==> config.mk <==
export PLATFORM = sky130hd
export DESIGN_NAME = imhq_ctrl
export DESIGN_NICKNAME = d
export VERILOG_FILES = /design/src/rtl/core/imhq_pkg.sv /design/src/rtl/core/imhq_ctrl.sv
export SDC_FILE = /design/constraint.sdc
export NUM_CORES = 1
export LEC_CHECK = 0
export BUFFER_PORTS_ARGS = -buffer_cell sky130_fd_sc_hd__buf_2
export CAP_MARGIN = 0
export CORE_MARGIN = 4
export CORE_UTILIZATION = 51
export CTS_CLUSTER_DIAMETER = 150
export CTS_CLUSTER_SIZE = 28
export DETAILED_ROUTE_END_ITERATION = 12
export MAX_ROUTING_LAYER = met4
export PLACE_DENSITY = 0.8
export SYNTH_ARGS = -nofsm -noshare
export SYNTH_HDL_FRONTEND = slang
export SYNTH_SLANG_ARGS = --single-unit
==> constraint.sdc <==
create_clock -name clk -period 2.2 [get_ports clk]
set_input_delay 0.33 -clock clk [delete_from_list [all_inputs] [get_ports clk]]
set_output_delay 0.33 -clock clk [all_outputs]
set_load 0.01 [all_outputs]
==> src/rtl/core/imhq_pkg.sv <==
package imhq_pkg;

    localparam logic [1:0] OP_INSERT = 2'd0;
    localparam logic [1:0] OP_UPDATE = 2'd1;
    localparam logic [1:0] OP_REMOVE = 2'd2;

    localparam logic [2:0] ST_OK      = 3'd0;
    localparam logic [2:0] ST_FULL    = 3'd1;
    localparam logic [2:0] ST_EMPTY   = 3'd2;
    localparam logic [2:0] ST_ABSENT  = 3'd3;
    localparam logic [2:0] ST_INCR    = 3'd4;
    localparam logic [2:0] ST_DUP     = 3'd5;

    localparam int VID_W = 8;
    localparam int NUM_VERTS = 256;
    localparam int KEY_W = 32;

    // datapath register write selects
    typedef enum logic [2:0] {
        LD_NONE,
        LD_A,       // latch read port data into entry A
        LD_B,       // latch read port data into entry B
        LD_C,       // latch read port data into entry C
        LD_CB       // copy entry C into entry B
    } load_sel_t;

    // controller to datapath commands
    typedef struct packed {
        logic       latch_in;     // capture start payload
        logic [2:0] rd_sel;       // heap read address select
        load_sel_t  load;
        logic [2:0] wr_sel;       // heap write select
        logic [2:0] pw_sel;       // position map write select
        logic [2:0] cur_sel;      // cursor update select
        logic       cnt_inc;
        logic       cnt_dec;
        logic       keep_root;    // capture root as result
        logic [2:0] st;
        logic       done;
    } ctl_t;

    // datapath to controller status
    typedef struct packed {
        logic [1:0] op;
        logic       present;      // position map entry nonzero
        logic       pos_valid;    // present and within count
        logic       full;
        logic       empty;
        logic       cnt_one;
        logic       at_root;
        logic       a_lt_b;       // key A < key B
        logic       c_lt_b;       // key C < key B
        logic       has_left;
        logic       has_right;
        logic       b_lt_in;      // held key < new key
    } sts_t;

    // read address selects
    localparam logic [2:0] RA_CUR    = 3'd0;
    localparam logic [2:0] RA_PARENT = 3'd1;
    localparam logic [2:0] RA_LEFT   = 3'd2;
    localparam logic [2:0] RA_RIGHT  = 3'd3;
    localparam logic [2:0] RA_LAST   = 3'd4;
    localparam logic [2:0] RA_ROOT   = 3'd5;

    // heap write selects
    localparam logic [2:0] WR_NONE     = 3'd0;
    localparam logic [2:0] WR_NEW_CNT  = 3'd1; // input entry at count+1
    localparam logic [2:0] WR_KEY_CUR  = 3'd2; // new key at cursor
    localparam logic [2:0] WR_A_AT_B   = 3'd3; // A to B's slot
    localparam logic [2:0] WR_B_AT_A   = 3'd4; // B to A's slot
    localparam logic [2:0] WR_C_ROOT   = 3'd5; // last entry to root

    // position map write selects
    localparam logic [2:0] PW_NONE  = 3'd0;
    localparam logic [2:0] PW_A     = 3'd1; // vertex A -> slot of B
    localparam logic [2:0] PW_B     = 3'd2; // vertex B -> slot of A
    localparam logic [2:0] PW_NEW   = 3'd3; // input vertex -> count+1
    localparam logic [2:0] PW_ROOT  = 3'd4; // vertex C -> slot 1
    localparam logic [2:0] PW_CLR   = 3'd5; // removed vertex -> absent

    localparam logic [2:0] CUR_HOLD  = 3'd0;
    localparam logic [2:0] CUR_NEW   = 3'd1; // count + 1
    localparam logic [2:0] CUR_POS   = 3'd2; // position map value
    localparam logic [2:0] CUR_ONE   = 3'd3;
    localparam logic [2:0] CUR_B     = 3'd4; // slot of entry B

endpackage

==> src/rtl/core/imhq_ctrl.sv <==
module imhq_ctrl
    import imhq_pkg::*;
(
    input  logic clk,
    input  logic rst_n,
    input  logic start,
    input  sts_t sts,
    output ctl_t ctl,
    output logic busy
);

    localparam logic [4:0] S_IDLE    = 5'd0;
    localparam logic [4:0] S_POS     = 5'd1;  // position map read in flight
    localparam logic [4:0] S_DISP    = 5'd2;
    localparam logic [4:0] S_UPDRD   = 5'd3;
    localparam logic [4:0] S_UPDLB   = 5'd4;
    localparam logic [4:0] S_UPDCK   = 5'd5;
    localparam logic [4:0] S_UPRD    = 5'd6;  // read cursor
    localparam logic [4:0] S_UPRD2   = 5'd7;  // read parent
    localparam logic [4:0] S_UPLB    = 5'd8;
    localparam logic [4:0] S_UPCMP   = 5'd9;
    localparam logic [4:0] S_UPSW    = 5'd10;
    localparam logic [4:0] S_SW2     = 5'd11; // second swap write
    localparam logic [4:0] S_RMRD    = 5'd12; // read root
    localparam logic [4:0] S_RMLAST  = 5'd13; // read last
    localparam logic [4:0] S_CLR     = 5'd14;
    localparam logic [4:0] S_RMMOVE  = 5'd15;
    localparam logic [4:0] S_DNRD    = 5'd16; // read cursor
    localparam logic [4:0] S_DNRL    = 5'd17; // read left
    localparam logic [4:0] S_DNRR    = 5'd18; // read right
    localparam logic [4:0] S_DNLC    = 5'd19;
    localparam logic [4:0] S_DNCMP   = 5'd20;
    localparam logic [4:0] S_DNCMP2  = 5'd21;
    localparam logic [4:0] S_DONE    = 5'd22;

    logic [4:0] state_reg, state_next;
    logic [2:0] st_reg, st_next;
    logic       dn_reg, dn_next;  // swap belongs to sift-down

    always_ff @(posedge clk or negedge rst_n)
    begin
        if (!rst_n)
        begin
            state_reg <= S_IDLE;
            st_reg    <= ST_OK;
            dn_reg    <= 1'b0;
        end
        else
        begin
            state_reg <= state_next;
            st_reg    <= st_next;
            dn_reg    <= dn_next;
        end
    end

    assign busy = state_reg != S_IDLE;

    always_comb
    begin
        ctl = '0;
        ctl.load = LD_NONE;
        ctl.st = st_reg;
        state_next = state_reg;
        st_next = st_reg;
        dn_next = dn_reg;
        unique case (state_reg)
            S_IDLE:
                if (start)
                begin
                    ctl.latch_in = 1'b1;
                    st_next = ST_OK;
                    dn_next = 1'b0;
                    state_next = S_POS;
                end
            S_POS: state_next = S_DISP;
            S_DISP:
                case (sts.op)
                    OP_INSERT:
                        if (sts.present)
                        begin
                            st_next = ST_DUP; state_next = S_DONE;
                        end
                        else if (sts.full)
                        begin
                            st_next = ST_FULL; state_next = S_DONE;
                        end
                        else
                        begin
                            ctl.wr_sel = WR_NEW_CNT;
                            ctl.pw_sel = PW_NEW;
                            ctl.cur_sel = CUR_NEW;
                            ctl.cnt_inc = 1'b1;
                            state_next = S_UPRD;
                        end
                    OP_UPDATE:
                        if (!sts.pos_valid)
                        begin
                            st_next = ST_ABSENT; state_next = S_DONE;
                        end
                        else
                        begin
                            ctl.cur_sel = CUR_POS;
                            state_next = S_UPDRD;
                        end
                    OP_REMOVE:
                        if (sts.empty)
                        begin
                            st_next = ST_EMPTY; state_next = S_DONE;
                        end
                        else
                            state_next = S_RMRD;
                    default: state_next = S_DONE;
                endcase
            // update: check held key
            S_UPDRD:
            begin
                ctl.rd_sel = RA_CUR; state_next = S_UPDLB;
            end
            S_UPDLB:
            begin
                ctl.load = LD_B; state_next = S_UPDCK;
            end
            S_UPDCK:
                if (sts.b_lt_in)
                begin
                    st_next = ST_INCR; state_next = S_DONE;
                end
                else
                begin
                    ctl.wr_sel = WR_KEY_CUR; state_next = S_UPRD;
                end
            // sift-up: A = cursor entry, B = parent entry
            S_UPRD:
                if (sts.at_root)
                    state_next = S_DONE;
                else
                begin
                    ctl.rd_sel = RA_CUR; state_next = S_UPRD2;
                end
            S_UPRD2:
            begin
                ctl.rd_sel = RA_PARENT; ctl.load = LD_A; state_next = S_UPLB;
            end
            S_UPLB:
            begin
                ctl.load = LD_B; state_next = S_UPCMP;
            end
            S_UPCMP:
                if (sts.a_lt_b)
                    state_next = S_UPSW;
                else
                    state_next = S_DONE;
            // swap A and B slots; cursor follows A into B's slot
            S_UPSW:
            begin
                ctl.wr_sel = WR_A_AT_B;
                ctl.pw_sel = PW_A;
                state_next = S_SW2;
            end
            S_SW2:
            begin
                ctl.wr_sel = WR_B_AT_A;
                ctl.pw_sel = PW_B;
                ctl.cur_sel = CUR_B;
                state_next = dn_reg ? S_DNRD : S_UPRD;
            end
            // remove-min
            S_RMRD:
            begin
                ctl.rd_sel = RA_ROOT; state_next = S_RMLAST;
            end
            S_RMLAST:
            begin
                ctl.keep_root = 1'b1; ctl.rd_sel = RA_LAST; state_next = S_CLR;
            end
            S_CLR:
            begin
                ctl.load = LD_C; ctl.pw_sel = PW_CLR; state_next = S_RMMOVE;
            end
            S_RMMOVE:
            begin
                ctl.cnt_dec = 1'b1;
                ctl.cur_sel = CUR_ONE;
                if (!sts.cnt_one)
                begin
                    ctl.wr_sel = WR_C_ROOT;
                    ctl.pw_sel = PW_ROOT;
                    dn_next = 1'b1;
                    state_next = S_DNRD;
                end
                else
                    state_next = S_DONE;
            end
            // sift-down: A = cursor entry, B = left then chosen child, C = right child
            S_DNRD:
                if (!sts.has_left)
                    state_next = S_DONE;
                else
                begin
                    ctl.rd_sel = RA_CUR; state_next = S_DNRL;
                end
            S_DNRL:
            begin
                ctl.rd_sel = RA_LEFT; ctl.load = LD_A; state_next = S_DNRR;
            end
            S_DNRR:
            begin
                ctl.load = LD_B;
                if (sts.has_right)
                begin
                    ctl.rd_sel = RA_RIGHT; state_next = S_DNLC;
                end
                else
                    state_next = S_DNCMP;
            end
            S_DNLC:
            begin
                ctl.load = LD_C; state_next = S_DNCMP;
            end
            S_DNCMP:
                // take right child only when strictly smaller than left
                if (sts.has_right && sts.c_lt_b)
                begin
                    ctl.load = LD_CB; state_next = S_DNCMP2;
                end
                else if (!sts.a_lt_b)
                    state_next = S_UPSW;
                else
                    state_next = S_DONE;
            S_DNCMP2:
                if (!sts.a_lt_b)
                    state_next = S_UPSW;
                else
                    state_next = S_DONE;
            S_DONE:
            begin
                ctl.done = 1'b1; state_next = S_IDLE;
            end
            default: state_next = S_IDLE;
        endcase
    end

    property p_busy_after_start;
        @(posedge clk) disable iff (!rst_n) (start && !busy) |=> busy;
    endproperty
    a_busy_after_start: assert property (p_busy_after_start) else $error("start not taken");

    property p_done_from_busy;
        @(posedge clk) disable iff (!rst_n) ctl.done |-> busy;
    endproperty
    a_done_from_busy: assert property (p_done_from_busy) else $error("done while idle");

    property p_idle_after_done;
        @(posedge clk) disable iff (!rst_n) ctl.done |=> !busy;
    endproperty
    a_idle_after_done: assert property (p_idle_after_done) else $error("stuck after done");

endmodule

## Word level (Yosys, flattened, before mapping)

Index checks and enable logic that the tools add are counted.
W data, S select, Z words.

- Muxes and demuxes: 48
- Reduce and logical (&&, ||, !) cells: 11
- Equality and inequality tests: 31

Operators by type and width:

| operator | count |
|---|---|
| $pmux W5 S22 | 1 |
| $mux W5 | 11 |
| $pmux W3 S5 | 3 |
| $eq A5 B4 Y1 const B | 8 |
| $eq A5 B5 Y1 const B | 7 |
| $mux W3 | 10 |
| $pmux W3 S3 | 3 |
| $eq A5 B3 Y1 const B | 4 |
| $mux W8 | 2 |
| $pmux W5 S3 | 1 |
| $mux W6 | 2 |
| $pmux W3 S4 | 1 |
| $eq A5 B2 Y1 const B | 2 |
| $mux W1 | 9 |
| $reduce_and A7 Y1 | 1 |
| $mux W2 | 3 |
| $ne A2 B2 Y1 const B | 3 |
| $ne A3 B3 Y1 const B | 2 |
| $pmux W3 S2 | 1 |
| $eq A5 B1 Y1 const B | 1 |
| $logic_not A5 Y1 | 1 |
| $reduce_bool A5 Y1 | 1 |
| $ne A4 B1 Y1 const B | 1 |
| $ne A4 B4 Y1 const B | 1 |
| 10 further kinds | 11 |

- Flip-flop bits (word level): 9
- Input port bits: 16
- Output and inout port bits: 24
- Word-level logic and storage cells: 93

## Logic depth before layout (Yosys ltp)

- Depth in word-level cells: 4
- Depth in mapped cells: 6
- Mapped depth without buffers: 6

## Least setup slack after synthesis

OpenSTA, ideal clock, no wires.

- Path kind: input -> register
- Start point: input port sts[11] (netlist bit)
- End point: register st_reg[2]
- Stages on the path: 6
- Path slack: 308 ps
- Buffers on the path: 0
- Data required time: 2073 ps
- Data arrival time: 1764 ps
- Cell sequence: inv_1 ha_1 nor3b_1 a2111oi_1 o211a_1 mux2_1

- Longest elaborated chain between the ends: 3
- Elaborated cells on any way between the ends: 10
- Classes of those cells: eq/ne: 6; mux: 2; reduce/logical: 2

Ends and longest elaborated chain:

| what | RTL line | source |
|---|---|---|
| from (decl) | imhq_ctrl.sv:7 | `input sts_t sts,` |
| $eq A2 B2 Y1 (tied with other cells) | imhq_ctrl.sv:77 | `case (sts.op)` |
| $pmux W3 S3 (tied with other cells) | imhq_ctrl.sv:77 |  |
| $pmux W3 S3 or $reduce_and A7 Y1 (tied branches) | -- |  |
| to (signal assigned) | imhq_ctrl.sv:51 | `st_reg <= st_next;` |
| to (decl) | imhq_ctrl.sv:37 | `logic [2:0] st_reg, st_next;` |

Parallel ways exist; a longest one is shown, timed or not.
A chain may end at the register's enable or synchronous reset.

==> impl_metrics.toml <==
[die]
dieWidth_microns = 56.8
fp.dieH_microns = 56.8
start_util_pct = 54.3
dieArea_sq_mm = 0.00322
std_cell_rows = 17
ios = 40
core-area_sq_mm = 0.00223

[synth]
synth_area_per_cell_sq_um = 7.31
yosys.area.top_type = "dfrtp_1"
synth.most_common_cell = "nand2_1"
synth_top_area_share_pct = 18.6
syn_area_sq_mm = 0.00121
yosys-top-cells-count = "nand2_1, inv_1, nor2_1"
synth_nets = 188
syn_inst = 166
synth_cell_types = 55
ys_warn_count = 0
synth_edf_count = 0
async_reset_ff_share_pct = 100
synth-seq-area-share_pct = 18.6
synthTopCellsByArea = "dfrtp_1, nand2_1, ha_1"
ys.flop_type = "dfrtp_1"
ys_ff_latch = 9

[layout]
nNetsFinal = 228
seqCellArea_sq_um = 226
multiInputGateArea_sq_um = 873
fin_area_sq_mm = 0.00147
syn_to_final_growth_pct = 20.9
fin_util_pct = 65.7
fill_cells = 217
stdcell_count = 233
largest_register_ffs = 5
drive_above_1_share_pct = 30.7
antenna_cells = 0

[sta]
slew_violations = 0
clock_skew_ps = 1.38
min_period_ps = 2140
hold_viol = 0
worstMarginPinSlew_ps = 521
hold-worst-slack_ps = 441
post-route-period-util_pct = 97.3
max_freq_mhz = 467
worst_slack_ps = 59.9
finalSetupTns_ps = 0
grt_setup_unrepaired = "no"
max_slew_margin_pct = 64.8
setup_viol = 0

[global_routing]
grt_max_degree = 21
grt_use_met2_pct = 37.3
gr-usage-met1_pct = 28.3
antenna_found_initial = 0
grt_pass1_vias = 1342
top_usage_layer = "met2"
grt.overflow.total = 0
met3_usage_pct = 4.14
grt_pass1_wl_microns = 5830
grt_util_all_layers_pct = 22.8

[drt]
wire_per_inst_microns = 15.5
first_pass_iters = 4
final_antenna_net_count = 0
vias_per_cell = 6.06
wl_microns = 3610
vias = 1411
drtIter0Drc = 87
drcViolationCount = 0

[clock_network]
clkSlewWorstSetupHoldPaths_ps = 60
htreeDepth = 1
cts_buffers = 3
root_buffer = "clkbuf_4"
clk_latency_ps = 260
cts_tree = "built"
cts_sinks = 9
clock_path_buffers = 2
post-cts-setup-buffers = 0

[placement]
place_inst = 228
gp_congestion = 1.02
dpl_worst_slack_ps = 102
dpl_cell_area_sq_mm = 0.00142
port_buffers = 39
hpwl_microns = 2840

[critical_path]
startpoint_type = "flop"
arrival_ps = 1810
cp_max_fo = 13
crit_type = "flop to primary output"
cp-end-kind = "primary output"
reg2regPathDepth = 5
required_ps = 1870

[hold_path]
min_path_type = "input port to flop"
holdPathStages = 4

[run_status]
outcome = "completed"

[power_and_ir_drop]
ir_drop_v = 0.000748
total_power_mw = 1.65
leakagePower_nw = 0.731
p_per_area_mw_per_mm2 = 1120

[flow_run]
cap_violations = 0
==> power by group <==
group / internal, mW / switching (mW)
clock: 0.0700 / 0.0598
combinational: 0.498 / 0.685
sequential: 0.241 / 0.0917
total: 0.810 / 0.836
==> routing by layer <==
layer | up-vias | routed length (microns)
met5 | - | 0
met4 | 0 | 107
met3 | 10 | 312
met2 | 72 | 1700
met1 | 651 | 1490
li1 | 678 | -
==> worst max-delay path, stage by stage, from the launching register on <==
cell	delay, ps
dfrtp_1	470
buf_4	220
nand2b_4	200
or3_1	330
a21oi_1	160
buf_2	160
==> worst paths after layout <==
check	start	end	slack, ps
min reg2reg	st_reg[2]	st_reg[2]	490
max reg2reg	state_reg[0]	state_reg[1]	310
max	state_reg[0]	ctl[14]	60
min in group asynchronous	rst_n	st_reg[0]	450
min	sts[6]	dn_reg	440
max in group asynchronous	rst_n	state_reg[2]	1560
==> timing repair <==
item | CTS | global route
resized for setup | 0 | 4
hold buffers | 1 | 0
endpoints found under the setup margin | 0 | 8
endpoints found under the hold margin | 9 | 0
==> placed cells by master (no fill, tap or decap), types with 2 or more instances in the layout <==
master,n
or3_1,4
nor2_1,11
or2_2,3
o22ai_1,3
a21oi_1,9
dfrtp_1,8
o221ai_1,2
inv_1,11
nor3_1,5
or4_1,3
buf_2,39
nand3b_1,3
clkbuf_4,3
o32ai_1,3
nor3b_1,2
a211oi_1,2
o21ai_0,9
nand3_1,3
nand2_1,21
nor2b_1,5
buf_4,8
ha_1,6
nand2b_1,6
==> area by class of cell <==
type	count	share of cell area [%]
Sequential cell	9	15.4
Timing Repair Buffer	48	18.1
Tap cell	28	2.39
Inverter	11	2.81
Clock buffer	4	1.79
Multi-Input combinational cell	133	59.5
==> logic make-up (layout without fill, tap and decap cells) <==
group / after synthesis / after routing / share of synthesized area [%]
buffers and inverters: 24 / 63 / 10.0
DFF: 9 / 9 / 18.6
and+or+nand+nor: 79 / 79 / 36.1
AOI/OAI and AO/OA: 46 / 46 / 27.5
adders and majority gates: 6 / 6 / 6.19
xor gates and xnor gates: 1 / 1 / 0.722
muxes: 1 / 1 / 0.928
Note: power is estimated with default switching activity, not from simulation.
